===== config.mk =====
export PLATFORM = sky130hd
export DESIGN_NAME = stepper_gate_sequencer_top_flat
export DESIGN_NICKNAME = d
export VERILOG_FILES = /design/src/sgs_pkg.sv /design/src/sgs_if.sv /design/src/sgs_core.sv /design/src/stepper_gate_sequencer_top.sv /design/src/flat_wrapper.sv
export SDC_FILE = /design/constraint.sdc
export NUM_CORES = 1
export LEC_CHECK = 0
export BUFFER_PORTS_ARGS = -buffer_cell sky130_fd_sc_hd__clkbuf_2
export CORE_ASPECT_RATIO = 1.75
export CORE_MARGIN = 2
export CORE_UTILIZATION = 60
export DETAILED_ROUTE_END_ITERATION = 6
export PLACE_DENSITY = 0.79
export SYNTH_ARGS = -nofsm -noshare
export SYNTH_HDL_FRONTEND = slang
export SYNTH_SLANG_ARGS = --single-unit

===== constraint.sdc =====
create_clock -name clk -period 5.2 [get_ports clk]
set_input_delay 0.78 -clock clk [delete_from_list [all_inputs] [get_ports clk]]
set_output_delay 0.78 -clock clk [all_outputs]
set_load 0.01 [all_outputs]

===== src/sgs_pkg.sv =====
// ----------------------------------------------------------------------------
// Stepper gate sequencer package
// Shared widths, register indexes, opcodes, coil tables and result type.
// ----------------------------------------------------------------------------
package sgs_pkg;

    localparam int PERIOD_BITS    = 16;
    localparam int POS_BITS       = 11;
    localparam int CFG_INDEX_BITS = 3;
    localparam int CFG_DATA_BITS  = 16;

    localparam logic [CFG_INDEX_BITS-1:0] REG_PRESENCE_THRESHOLD = 3'd0;
    localparam logic [CFG_INDEX_BITS-1:0] REG_TRAVEL_STEPS       = 3'd1;
    localparam logic [CFG_INDEX_BITS-1:0] REG_OPEN_PERIOD        = 3'd2;
    localparam logic [CFG_INDEX_BITS-1:0] REG_CLOSE_PERIOD       = 3'd3;
    localparam logic [CFG_INDEX_BITS-1:0] REG_HALF_STEP_ENABLE   = 3'd4;

    localparam logic [7:0]  RESET_THRESHOLD    = 8'd61;
    localparam logic [9:0]  RESET_TRAVEL_STEPS = 10'd516;
    localparam logic [15:0] RESET_OPEN_PERIOD  = 16'd91;
    localparam logic [15:0] RESET_CLOSE_PERIOD = 16'd36;

    localparam logic OP_TICK   = 1'b0;
    localparam logic OP_SAMPLE = 1'b1;

    localparam logic [2:0] FULL_LAST_PHASE = 3'd3;
    localparam logic [2:0] HALF_LAST_PHASE = 3'd7;

    localparam logic [3:0] HALF_OPEN_PAT  [8] = '{4'd1, 4'd3, 4'd2, 4'd6,
                                                  4'd4, 4'd12, 4'd8, 4'd9};
    localparam logic [3:0] HALF_CLOSE_PAT [8] = '{4'd8, 4'd12, 4'd4, 4'd6,
                                                  4'd2, 4'd3, 4'd1, 4'd9};

    typedef struct packed {
        logic [3:0] coil_drive;
        logic       gate_open;
        logic       gate_closed;
        logic       moving;
        logic       vehicle_seen;
    } result_t;

endpackage


===== src/sgs_if.sv =====
// ----------------------------------------------------------------------------
// Stepper gate sequencer channels
// Valid/ready interfaces for the event input and the status output.
// ----------------------------------------------------------------------------
interface sgs_in_if;
    logic       valid;
    logic       ready;
    logic       opcode;
    logic [7:0] sensor_sample;

    modport source (output valid, output opcode, output sensor_sample, input ready);
    modport sink (input valid, input opcode, input sensor_sample, output ready);
endinterface

interface sgs_out_if;
    logic       valid;
    logic       ready;
    logic [3:0] coil_drive;
    logic       gate_open;
    logic       gate_closed;
    logic       moving;
    logic       vehicle_seen;

    modport source (output valid, output coil_drive, output gate_open,
                    output gate_closed, output moving, output vehicle_seen,
                    input ready);
    modport sink (input valid, input coil_drive, input gate_open,
                  input gate_closed, input moving, input vehicle_seen,
                  output ready);
endinterface


===== src/sgs_core.sv =====
// ----------------------------------------------------------------------------
// Stepper gate sequencer core
// Configuration registers, gate state and the one-pass update per event.
// ----------------------------------------------------------------------------
module sgs_core (
    input  logic                                 clk,
    input  logic                                 rst_n,
    input  logic                                 cfg_we,
    input  logic [sgs_pkg::CFG_INDEX_BITS-1:0]   cfg_index,
    input  logic [sgs_pkg::CFG_DATA_BITS-1:0]    cfg_data,
    input  logic                                 item_accept,
    input  logic                                 opcode,
    input  logic [7:0]                           sensor_sample,
    output sgs_pkg::result_t                     result
);

    typedef enum logic [1:0] {
        MODE_CLOSED_WAIT,
        MODE_OPENING,
        MODE_OPEN_WAIT,
        MODE_CLOSING
    } mode_t;

    logic [7:0]                      threshold_reg;
    logic [9:0]                      travel_steps_reg;
    logic [15:0]                     open_period_reg;
    logic [15:0]                     close_period_reg;
    logic                            half_step_reg;

    mode_t                           mode_reg, mode_next;
    logic [2:0]                      phase_reg, phase_next;
    logic [sgs_pkg::POS_BITS-1:0]    pos_reg, pos_next;
    logic [sgs_pkg::PERIOD_BITS-1:0] div_reg, div_next;
    logic                            vehicle_reg, vehicle_next;
    logic                            open_reg, open_next;
    logic                            closed_reg, closed_next;

    logic                            moving_now;
    logic                            seen;
    logic [sgs_pkg::PERIOD_BITS-1:0] period;
    logic [2:0]                      last_phase;
    logic [sgs_pkg::POS_BITS-1:0]    pos_inc;

    always_comb
    begin
        mode_next    = mode_reg;
        phase_next   = phase_reg;
        pos_next     = pos_reg;
        div_next     = div_reg;
        vehicle_next = vehicle_reg;
        open_next    = open_reg;
        closed_next  = closed_reg;

        moving_now = (mode_reg == MODE_OPENING) || (mode_reg == MODE_CLOSING);
        seen       = (sensor_sample >= threshold_reg);
        period     = sgs_pkg::PERIOD_BITS'((mode_reg == MODE_OPENING) ?
                                           open_period_reg : close_period_reg);
        last_phase = half_step_reg ? sgs_pkg::HALF_LAST_PHASE : sgs_pkg::FULL_LAST_PHASE;
        pos_inc    = pos_reg + sgs_pkg::POS_BITS'(1);

        if (opcode == sgs_pkg::OP_SAMPLE)
        begin
            if (!moving_now)
            begin
                vehicle_next = seen;
                if ((mode_reg == MODE_CLOSED_WAIT) && seen)
                begin
                    mode_next  = MODE_OPENING;
                    pos_next   = '0;
                    phase_next = '0;
                    div_next   = '0;
                end
                else if ((mode_reg == MODE_OPEN_WAIT) && !seen)
                begin
                    mode_next  = MODE_CLOSING;
                    pos_next   = sgs_pkg::POS_BITS'(travel_steps_reg);
                    phase_next = '0;
                    div_next   = '0;
                end
            end
        end
        else if (moving_now)
        begin
            if (div_reg >= period)
            begin
                div_next = '0;
                if (phase_reg < last_phase)
                begin
                    phase_next = phase_reg + 3'd1;
                end
                else
                begin
                    phase_next = '0;
                    if (mode_reg == MODE_OPENING)
                    begin
                        pos_next = pos_inc;
                        if (pos_inc >= sgs_pkg::POS_BITS'(travel_steps_reg))
                        begin
                            mode_next   = MODE_OPEN_WAIT;
                            open_next   = 1'b1;
                            closed_next = 1'b0;
                        end
                    end
                    else if (pos_reg == '0)
                    begin
                        mode_next   = MODE_CLOSED_WAIT;
                        open_next   = 1'b0;
                        closed_next = 1'b1;
                    end
                    else
                    begin
                        pos_next = pos_reg - sgs_pkg::POS_BITS'(1);
                    end
                end
            end
            else
            begin
                div_next = div_reg + sgs_pkg::PERIOD_BITS'(1);
            end
        end
    end

    always_comb
    begin
        case (mode_next)
            MODE_OPENING:
            begin
                result.coil_drive = half_step_reg ? sgs_pkg::HALF_OPEN_PAT[phase_next]
                                                  : (4'b0001 << phase_next[1:0]);
            end
            MODE_CLOSING:
            begin
                result.coil_drive = half_step_reg ? sgs_pkg::HALF_CLOSE_PAT[phase_next]
                                                  : (4'b1000 >> phase_next[1:0]);
            end
            default:
            begin
                result.coil_drive = 4'd0;
            end
        endcase
        result.gate_open    = open_next;
        result.gate_closed  = closed_next;
        result.moving       = (mode_next == MODE_OPENING) || (mode_next == MODE_CLOSING);
        result.vehicle_seen = vehicle_next;
    end

    always_ff @(posedge clk or negedge rst_n)
    begin
        if (!rst_n)
        begin
            threshold_reg    <= sgs_pkg::RESET_THRESHOLD;
            travel_steps_reg <= sgs_pkg::RESET_TRAVEL_STEPS;
            open_period_reg  <= sgs_pkg::RESET_OPEN_PERIOD;
            close_period_reg <= sgs_pkg::RESET_CLOSE_PERIOD;
            half_step_reg    <= 1'b0;
        end
        else if (cfg_we)
        begin
            case (cfg_index)
                sgs_pkg::REG_PRESENCE_THRESHOLD: threshold_reg    <= cfg_data[7:0];
                sgs_pkg::REG_TRAVEL_STEPS:       travel_steps_reg <= cfg_data[9:0];
                sgs_pkg::REG_OPEN_PERIOD:        open_period_reg  <= cfg_data;
                sgs_pkg::REG_CLOSE_PERIOD:       close_period_reg <= cfg_data;
                sgs_pkg::REG_HALF_STEP_ENABLE:   half_step_reg    <= cfg_data[0];
                default: ;
            endcase
        end
    end

    always_ff @(posedge clk or negedge rst_n)
    begin
        if (!rst_n)
        begin
            mode_reg    <= MODE_CLOSED_WAIT;
            phase_reg   <= '0;
            pos_reg     <= '0;
            div_reg     <= '0;
            vehicle_reg <= 1'b0;
            open_reg    <= 1'b0;
            closed_reg  <= 1'b1;
        end
        else if (item_accept)
        begin
            mode_reg    <= mode_next;
            phase_reg   <= phase_next;
            pos_reg     <= pos_next;
            div_reg     <= div_next;
            vehicle_reg <= vehicle_next;
            open_reg    <= open_next;
            closed_reg  <= closed_next;
        end
    end

endmodule


===== src/stepper_gate_sequencer_top.sv =====
// ----------------------------------------------------------------------------
// Stepper gate sequencer top level
// Gate driver for a four-coil stepper: ticks step the coils, samples start
// opening or closing, and every event returns one status transaction.
//
//   channel   direction   contents
//   in_ch     sink        opcode, sensor_sample
//   out_ch    source      coil_drive, gate_open, gate_closed, moving, vehicle_seen
//   cfg_*     write only  cfg_we, cfg_index, cfg_data
//
// Each input transaction is processed combinationally and its result appears in
// the output register on the next cycle; one transaction per cycle is sustained while the output is ready.
// The output register is the only buffer, so a stalled output holds off input.
// Reset gives the closed-wait state with coils off and default configuration.
// ----------------------------------------------------------------------------
module stepper_gate_sequencer_top (
    input  logic                               clk,
    input  logic                               rst_n,
    sgs_in_if.sink                             in_ch,
    sgs_out_if.source                          out_ch,
    input  logic                               cfg_we,
    input  logic [sgs_pkg::CFG_INDEX_BITS-1:0] cfg_index,
    input  logic [sgs_pkg::CFG_DATA_BITS-1:0]  cfg_data
);

    logic             item_accept;
    logic             out_valid_reg;
    sgs_pkg::result_t result;
    sgs_pkg::result_t result_reg;

    assign in_ch.ready = !out_valid_reg || out_ch.ready;
    assign item_accept = in_ch.valid && in_ch.ready;

    sgs_core u_core (
        .clk           (clk),
        .rst_n         (rst_n),
        .cfg_we        (cfg_we),
        .cfg_index     (cfg_index),
        .cfg_data      (cfg_data),
        .item_accept   (item_accept),
        .opcode        (in_ch.opcode),
        .sensor_sample (in_ch.sensor_sample),
        .result        (result)
    );

    always_ff @(posedge clk or negedge rst_n)
    begin
        if (!rst_n)
        begin
            out_valid_reg <= 1'b0;
        end
        else if (item_accept)
        begin
            out_valid_reg <= 1'b1;
        end
        else if (out_ch.ready)
        begin
            out_valid_reg <= 1'b0;
        end
    end

    always_ff @(posedge clk)
    begin
        if (item_accept)
        begin
            result_reg <= result;
        end
    end

    assign out_ch.valid        = out_valid_reg;
    assign out_ch.coil_drive   = result_reg.coil_drive;
    assign out_ch.gate_open    = result_reg.gate_open;
    assign out_ch.gate_closed  = result_reg.gate_closed;
    assign out_ch.moving       = result_reg.moving;
    assign out_ch.vehicle_seen = result_reg.vehicle_seen;

endmodule


===== src/flat_wrapper.sv =====
// flat-port wrapper written by rule: the top's interface ports become plain ports
module stepper_gate_sequencer_top_flat 
  (clk, rst_n, cfg_we, cfg_index, cfg_data, in_ch_valid, in_ch_opcode, in_ch_sensor_sample, in_ch_ready, out_ch_valid, out_ch_coil_drive, out_ch_gate_open, out_ch_gate_closed, out_ch_moving, out_ch_vehicle_seen, out_ch_ready);
  sgs_in_if in_ch_i ();
  sgs_out_if out_ch_i ();
  input  logic clk;
  input  logic rst_n;
  input  logic cfg_we;
  input  logic [sgs_pkg::CFG_INDEX_BITS-1:0] cfg_index;
  input  logic [sgs_pkg::CFG_DATA_BITS-1:0] cfg_data;
  input wire logic [$bits(in_ch_i.valid)-1:0] in_ch_valid;
  input wire logic [$bits(in_ch_i.opcode)-1:0] in_ch_opcode;
  input wire logic [$bits(in_ch_i.sensor_sample)-1:0] in_ch_sensor_sample;
  output wire logic [$bits(in_ch_i.ready)-1:0] in_ch_ready;
  output wire logic [$bits(out_ch_i.valid)-1:0] out_ch_valid;
  output wire logic [$bits(out_ch_i.coil_drive)-1:0] out_ch_coil_drive;
  output wire logic [$bits(out_ch_i.gate_open)-1:0] out_ch_gate_open;
  output wire logic [$bits(out_ch_i.gate_closed)-1:0] out_ch_gate_closed;
  output wire logic [$bits(out_ch_i.moving)-1:0] out_ch_moving;
  output wire logic [$bits(out_ch_i.vehicle_seen)-1:0] out_ch_vehicle_seen;
  input wire logic [$bits(out_ch_i.ready)-1:0] out_ch_ready;
  assign in_ch_i.valid = in_ch_valid;
  assign in_ch_i.opcode = in_ch_opcode;
  assign in_ch_i.sensor_sample = in_ch_sensor_sample;
  assign in_ch_ready = in_ch_i.ready;
  assign out_ch_valid = out_ch_i.valid;
  assign out_ch_coil_drive = out_ch_i.coil_drive;
  assign out_ch_gate_open = out_ch_i.gate_open;
  assign out_ch_gate_closed = out_ch_i.gate_closed;
  assign out_ch_moving = out_ch_i.moving;
  assign out_ch_vehicle_seen = out_ch_i.vehicle_seen;
  assign out_ch_i.ready = out_ch_ready;
  stepper_gate_sequencer_top u_core (.clk(clk), .rst_n(rst_n), .in_ch(in_ch_i), .out_ch(out_ch_i), .cfg_we(cfg_we), .cfg_index(cfg_index), .cfg_data(cfg_data));
endmodule

==> metrics.md, run 1 <==
| Metric | Value |
|---|---|
| Outcome | `finished, final reports clean` |
| DR iter-0 viols | `395` |
| Antenna-violating nets left | `0` |
| # setup viols final | `0` |
| Top cells by area, synth | `dfrtp_1 31%, ha_1 8.4%, mux2_2 7.4%` |
| Clk_lat worst skew | `0.35 ns` |
| Simple-gate share of the synthesized area | `0.162` |
| CP max FO | `17` |
| Period utilisation layout | `0.829` |
| Final Cell Area | `6360 µm²` |
| RSZ-0062 raised after global routing | `false` |
| Overflow after GRT | `0` |
| Mux contribution to synthesized area | `0.106` |
| Vias in the first global route | `4650` |
| Register area share after synthesis | `0.419` |
| Maximum clock rate | `232 MHz` |
| Synth async-reset ratio | `0.916` |
| FP Rows | `47` |
| H-tree levels | `3` |
| Syn Inst Count | `596` |
| Ant diodes | `0` |
| TritonCTS Buffers | `9` |
| Max Slew Vio Count | `0` |
| Syn_nets | `668` |
| Yosys reg bits | `95` |
| Leakage | `2.81 nW` |
| Synth warn | `0` |
| Clk root buf | `clkbuf_16` |
| CP required | `5.30 ns` |
| Die area | `10500 µm²` |
| Hpwl dp | `9610 µm` |
| XOR/XNOR Fraction of Synth Area | `0.0271` |
| Yosys top cell area share | `0.310` |
| CTS tree | `done` |
| Adder and majority gate portion of the synthesized area | `0.0839` |
| Total GRT Usage | `0.263` |
| Power per Cell Area | `403 nW/µm²` |
| Final-stage net count | `696` |
| PortBufs | `42` |
| Vias per cell | `6.20` |
| Max Cap Viol | `0` |
| Die X | `78.4 µm` |
| Initial antenna violation count | `0` |
| Hold/Removal Path Class | `input pin to async pin` |
| Crit path cell chain | `nand2b_1 > mux2i_1 > ha_1 > a21oi_1 > o21a_1 > a2bb2oi_1 > a31oi_2 > a32oi_2 > or3b_1 > a21boi_0 > o311a_1` |
| Clk slew on worst S/H paths | `0.07 ns` |
| Critical path class | `register to register` |
| Setup bufs post-CTS | `0` |
| Clock Skews | `0.00879 ns` |
| Fraction of layout cells with a size suffix above 1 | `0.216` |
| Syn avg cell area | `9.76 µm²` |
| Largest family of logic cells by synthesized area | `simple AND/OR/NAND/NOR gates` |
| Final min period | `4.31 ns` |
| Core area | `9470 µm²` |
| Ys flop type | `dfrtp_1` |
| DRC viols | `0` |
| Clock sink count | `95` |
| I/O pins | `43` |
| Post-CTS Resized | `0` |
| Wire per inst | `17.4 µm` |
| Detailed Routing Iterations Pass 1 | `5` |
| Slew @ Worst Pin | `0.851 ns` |
| First-pass GRT wire length | `21700 µm` |
| VDD IR max | `0.381 mV` |
| Area Growth Syn to Fin | `9.36%` |
| Post-synthesis compound-gate area fraction | `0.161` |
| Final Hold Viols | `0` |
| GPL Wtd Cong | `0.913` |
| Crit start category | `register` |
| Max clock buf depth | `2` |
| Starting density of the core | `0.614` |
| Crit. End Element | `register` |
| Slowest stage delay, CP | `0.68 ns` |
| Post-Syn Area | `5810 µm²` |
| Synth area leader | `dfrtp_1` |
| Slowest cell on the critical path | `nand2b_1` |
| Cts hold-fix bufs | `0` |
| Die Y | `134 µm` |
| Vias | `4653` |
| EDFF count, synth | `8` |
| DRT Wirelength | `13100 µm` |
| Power Total | `2.57 mW` |
| Unique masters post-synth | `67` |
| Largest net degree at the start of global routing | `57` |
| Total Neg Setup Slack | `0 ns` |
| Critical Path AT | `4.41 ns` |
| Max_slew headroom | `0.431` |
| Worst Hold Slack | `0.372 ns` |
| Placed Area | `6080 µm²` |
==> critical path: cells and delay by family (launching register included) <==
kind | cells | cell delay [ns]
flops | 1 | 0.55
fa+ha+maj | 1 | 0.27
mux | 1 | 0.29
simple gates | 2 | 0.89
compound gates | 7 | 2.04
==> synth_stat cells, drive strengths merged, types with 5 or more instances <==
cell type / number
a21oi: 44
and3: 6
nand2: 62
inv: 27
nand2b: 12
dfrtp: 72
or3: 6
xnor2: 12
a31oi: 8
ha: 39
nor4: 7
mux2: 38
o21ai: 42
and2: 5
clkbuf: 20
dfstp: 15
a21o: 5
nand3: 21
nor2b: 6
edfxtp: 8
buf: 10
mux2i: 19
nor3: 8
xor2: 6
nand4: 6
or2: 7
o31ai: 7
nor2: 37
==> routing by layer <==
metal  GRT usage  vias up  routed length (µm)
met1       0.295     2267                5080
li1            -     2187                   -
met2       0.475      146                6910
met4       0.141        0                 665
met3      0.0363       53                 434
met5           0        -                   0
==> kinds of logic after synthesis <==
family,count (synthesis)
simple gates,189
compound gates,141
flops,95
buf+inv,57
mux,57
fa+ha+maj,39
xor+xnor,18
==> cells in the final DEF, fill, tap and decap left out, types with 6 or more instances in the layout <==
master | netlist | final
nand4_1 | 6 | 6
xor2_1 | 6 | 6
nor2_1 | 36 | 36
mux2i_1 | 19 | 19
ha_1 | 39 | 39
edfxtp_1 | 8 | 8
clkbuf_2 | 0 | 41
nand2_1 | 62 | 62
buf_4 | 1 | 6
clkbuf_16 | 0 | 9
nor2b_1 | 6 | 6
or3_1 | 6 | 6
inv_1 | 27 | 27
and3_1 | 6 | 6
dfrtp_1 | 72 | 72
xnor2_1 | 12 | 12
nor3_1 | 7 | 7
or2_2 | 7 | 7
a21oi_1 | 44 | 44
o31ai_1 | 7 | 7
nand2b_1 | 12 | 12
nand3_1 | 20 | 20
o21ai_0 | 42 | 42
mux2_2 | 38 | 38
dfstp_2 | 15 | 15
==> path summary, 6_finish.rpt <==
path	to	from	slack [ns]	cells after the start
max	u_core.out_ch.coil_drive[2]	u_core.u_core.mode_reg[1]	0.89	11
min	u_core.u_core.mode_reg[1]	rst_n	0.37	1
max reg2reg	u_core.out_ch.coil_drive[2]	u_core.u_core.mode_reg[1]	0.89	11
min reg2reg	u_core.u_core.vehicle_reg	u_core.u_core.vehicle_reg	0.50	2
max in group asynchronous	u_core.u_core.threshold_reg[7]	rst_n	3.79	2
min in group clk	u_core.u_core.vehicle_reg	u_core.u_core.vehicle_reg	0.50	2
==> area by class of cell <==
| type | count | area (µm²) |
|---|---|---|
| fillers | 758 | 3110 |
| clock buffers | 10 | 229 |
| clock inverters | 6 | 45.0 |
| flip-flops and latches | 95 | 2440 |
| repair buffers | 47 | 250 |
| multi-input cells | 444 | 3140 |
| well taps | 122 | 153 |
| inverters | 27 | 101 |
==> power breakdown <==
part / leakage (nW) / internal (mW) / switching (mW) / total [mW]
clock: 0.137 / 0.328 / 0.292 / 0.620
combinational: 1.53 / 0.373 / 0.470 / 0.843
sequential: 1.14 / 0.925 / 0.177 / 1.10
==> per-stage QoR <==
step           setup WS (ns)  instances   util
2_1_floorplan           1.37        596      -
3_3_place_gp            1.09        735  0.643
3_5_place_dp           0.894        735  0.643
4_1_cts                0.904        751  0.672
5_1_grt                0.507        751  0.672
6_report               0.890        751  0.672
Note: power is estimated with default switching activity, not from simulation.
==> inputs of run 2 (changes only) <==
--- a/config.mk
+++ b/config.mk
@@ -5,12 +5,13 @@
 export SDC_FILE = /design/constraint.sdc
 export NUM_CORES = 1
 export LEC_CHECK = 0
+export ABC_AREA = 1
 export BUFFER_PORTS_ARGS = -buffer_cell sky130_fd_sc_hd__clkbuf_2
 export CORE_ASPECT_RATIO = 1.75
 export CORE_MARGIN = 2
 export CORE_UTILIZATION = 60
 export DETAILED_ROUTE_END_ITERATION = 6
-export PLACE_DENSITY = 0.79
+export PLACE_DENSITY = 0.8
 export SYNTH_ARGS = -nofsm -noshare
 export SYNTH_HDL_FRONTEND = slang
 export SYNTH_SLANG_ARGS = --single-unit
==> constraint.sdc (replaced) <==
create_clock -name clk -period 4.4 [get_ports clk]
set_input_delay 0.66 -clock clk [delete_from_list [all_inputs] [get_ports clk]]
set_output_delay 0.66 -clock clk [all_outputs]
set_load 0.01 [all_outputs]
==> run 2 against run 1 <==
Setup slack got worse by 0.19 ns; synthesized area is 0.11% lower; power increased by 38%; first-iteration DRC count fell by 21%; wire length is 1.1% higher; combinational power rose by 74%; via count increased by 6.6%; utilization increased by 0.053 points; clock skew up 0.0024 ns; critical path depth increased by 2; sequential power is 20% higher; worst hold slack improved by 0.00084 ns.
==> metrics.md, run 2 <==
| Metric | Value |
|---|---|
| CTS tree | `done` |
| Worst Hold Slack | `0.373 ns (+0.000836 ns)` |
| Area Growth Syn to Fin | `9.56%` |
| Yosys reg bits | `95 (unchanged)` |
| Max Slew Vio Count | `0 (unchanged)` |
| Outcome | `finished, final reports clean` |
| Max_slew headroom | `0.288 (-0.143)` |
| Cts hold-fix bufs | `0 (unchanged)` |
| Die Y | `134 µm (about the same)` |
| DRC viols | `0 (unchanged)` |
| Post-Syn Area | `5810 µm² (-0.11%)` |
| Ant diodes | `0 (unchanged)` |
| Total Neg Setup Slack | `0 ns (unchanged)` |
| Max clock buf depth | `2 (unchanged)` |
| Clk root buf | `clkbuf_16` |
| Vias | `4962 (+6.6%)` |
| Detailed Routing Iterations Pass 1 | `5 (unchanged)` |
| Leakage | `3.15 nW (+12%)` |
| Syn avg cell area | `7.99 µm² (-18%)` |
| Crit. End Element | `register` |
| Clk slew on worst S/H paths | `0.06 ns (about the same)` |
| Crit start category | `register` |
| Unique masters post-synth | `44 (-34%)` |
| Final Hold Viols | `0 (unchanged)` |
| Maximum clock rate | `270 MHz (+17%)` |
| Top cells by area, synth | `dfrtp_1 31%, nand2_1 11%, ha_1 8.4%` |
| H-tree levels | `3 (unchanged)` |
| Setup bufs post-CTS | `0 (unchanged)` |
| Vias per cell | `5.59 (-9.7%)` |
| CP max FO | `22 (+5)` |
| DR iter-0 viols | `311 (-21%)` |
| Max Cap Viol | `0 (unchanged)` |
| Slowest cell on the critical path | `a21oi_4` |
| Power per Cell Area | `558 nW/µm² (+38%)` |
| TritonCTS Buffers | `9 (unchanged)` |
| Post-synth top cells | `173 x nand2_1, 83 x inv_1, 79 x o21ai_0, 72 x dfrtp_1, 47 x nand3_1` |
| Most common cell on crit path | `nand2_1` |
| Starting density of the core | `0.613 (-0.000661)` |
| Clk_lat worst skew | `0.36 ns (about the same)` |
| GPL Wtd Cong | `0.900 (-1.4%)` |
| Final WS setup | `0.702 ns (-0.188 ns)` |
| Count leader, synth | `nand2_1` |
| Synth area leader | `dfrtp_1` |
| CP required | `4.58 ns (-0.72 ns)` |
| Clock Skews | `0.0112 ns (+0.00240 ns)` |
| FP Rows | `47 (unchanged)` |
| Post-CTS Resized | `0 (unchanged)` |
| Most frequent cells in the layout | `173 x nand2_1, 83 x inv_1, 79 x o21ai_0` |
| Crit path cell chain | `inv_2 > nor2_4 > buf_4 > mux2i_1 > ha_1 > nand2_1 > o21ai_0 > a21oi_1 > nand2_1 > nand2_1 > or2_4 > a21oi_4 > a31oi_1` |
| Hpwl dp | `10000 µm (+4.5%)` |
| Wire per inst | `14.9 µm (-14%)` |
| Synth async-reset ratio | `0.916 (unchanged)` |
| Critical Path AT | `3.88 ns (-0.53 ns)` |
| DRT Wirelength | `13200 µm (+1.1%)` |
| Yosys top cell area share | `0.310 (+0.000334)` |
| Critical path class | `register to register` |
| Hold/Removal Path Class | `input pin to async pin` |
| Syn Inst Count | `727 (+22%)` |
| Final-stage net count | `832 (+20%)` |
| Pre-CTS WS | `0.682 ns (-0.211 ns)` |
| PortBufs | `42 (unchanged)` |
| Largest delay share family, worst path | `simple AND/OR/NAND/NOR gates` |
| Fraction of layout cells with a size suffix above 1 | `0.161 (-0.0554)` |
| First-pass GRT wire length | `22800 µm (+4.7%)` |
| Final min period | `3.70 ns (-0.612 ns)` |
| Crit path buffers/inverters | `2 (+2)` |
| Slowest stage delay, CP | `0.65 ns (-0.03 ns)` |
| Die X | `78.4 µm (about the same)` |
| Slew @ Worst Pin | `1.07 ns (+0.214 ns)` |
| Register area share after synthesis | `0.419 (+0.000451)` |
| VDD IR max | `0.409 mV (+7.5%)` |
| Commonest non-fill, non-tap cell in the layout | `nand2_1` |
| Largest net degree at the start of global routing | `58 (+1.8%)` |
| RSZ-0062 raised after global routing | `false` |
| Clock sink count | `95 (unchanged)` |
| Core area | `9470 µm² (unchanged)` |
| I/O pins | `43 (unchanged)` |
| Vias in the first global route | `4920 (+5.8%)` |
| Syn_nets | `799 (+20%)` |
| Overflow after GRT | `0 (unchanged)` |
| Initial antenna violation count | `0 (unchanged)` |
| EDFF count, synth | `8 (unchanged)` |
| Ys flop type | `dfrtp_1` |
| Synth warn | `0 (unchanged)` |
| Die area | `10500 µm² (-0.10%)` |
| Total GRT Usage | `0.275 (+0.0117)` |
| Antenna-violating nets left | `0 (unchanged)` |
| # setup viols final | `0 (unchanged)` |
| Period utilisation layout | `0.840 (+0.0117)` |
[run 2: changes by cell type after synthesis, sizes merged, moves of 6 or more]
cell and delta:
mux2 -38, a21oi -15, nand2 +123, o21ai +53, clkbuf -7, nand3 +27
and3 -6, nand2b -12, inv +70, or3 -6, xnor2 -11, nor2b -6
[run 2: final timing paths]
kind	startpoint	to	slack, ns	cells past startpoint
worst min register to register	u_core.u_core.closed_reg	u_core.u_core.closed_reg	0.48	2
worst min-delay path	rst_n	u_core.u_core.phase_reg[0]	0.37	1
worst max register to register	u_core.u_core.mode_reg[0]	u_core.u_core.pos_reg[7]	0.70	13
min in group clk	u_core.u_core.closed_reg	u_core.u_core.closed_reg	0.48	2
worst max-delay path	u_core.u_core.mode_reg[0]	u_core.u_core.pos_reg[7]	0.70	13
max in group asynchronous	rst_n	u_core.u_core.open_period_reg[4]	3.09	2
[run 2: kinds of logic (layout without fill, tap and decap cells)]
group	count (synthesis)	count (layout)	share of synthesized area
mux	15	15	0.0259
simple gates	306	306	0.235
buf+inv	119	157	0.0812
fa+ha+maj	39	39	0.0840
xor+xnor	11	11	0.0166
flops	95	95	0.419
compound gates	142	142	0.138
[run 2: per-layer routing]
layer | routed length [µm] | part of all wire | global-route usage
met3 | 442 | 0.033 | 0.0370
met4 | 548 | 0.041 | 0.130
met1 | 4930 | 0.37 | 0.312
met2 | 7320 | 0.55 | 0.502
met5 | 0 | 0 | 0
[run 2: metrics by stage]
| step | instance area (µm²) | utilization | power (mW) | instances |
|---|---|---|---|---|
| after floorplan | 5810 | - | 2.42 | 727 |
| final | 6360 | 0.672 | 3.55 | 887 |
| after CTS | 6360 | 0.672 | 3.55 | 887 |
| after global placement | 6080 | 0.642 | 2.72 | 871 |
| after global routing | 6360 | 0.672 | 3.85 | 887 |
| after detailed placement | 6080 | 0.642 | 2.79 | 871 |
[run 2: cell type report]
cell class	count	area, µm²
well taps	122	153
flip-flops and latches	95	2440
clock inverters	5	40.0
inverters	97	364
fillers	773	3100
multi-input cells	513	2900
repair buffers	44	228
clock buffers	11	243
[run 2: power by group]
part | internal (mW) | leakage [nW] | total (mW) | switching (mW)
clock | 0.404 | 0.140 | 0.755 | 0.351
sequential | 1.12 | 1.16 | 1.32 | 0.206
combinational | 0.549 | 1.85 | 1.47 | 0.924
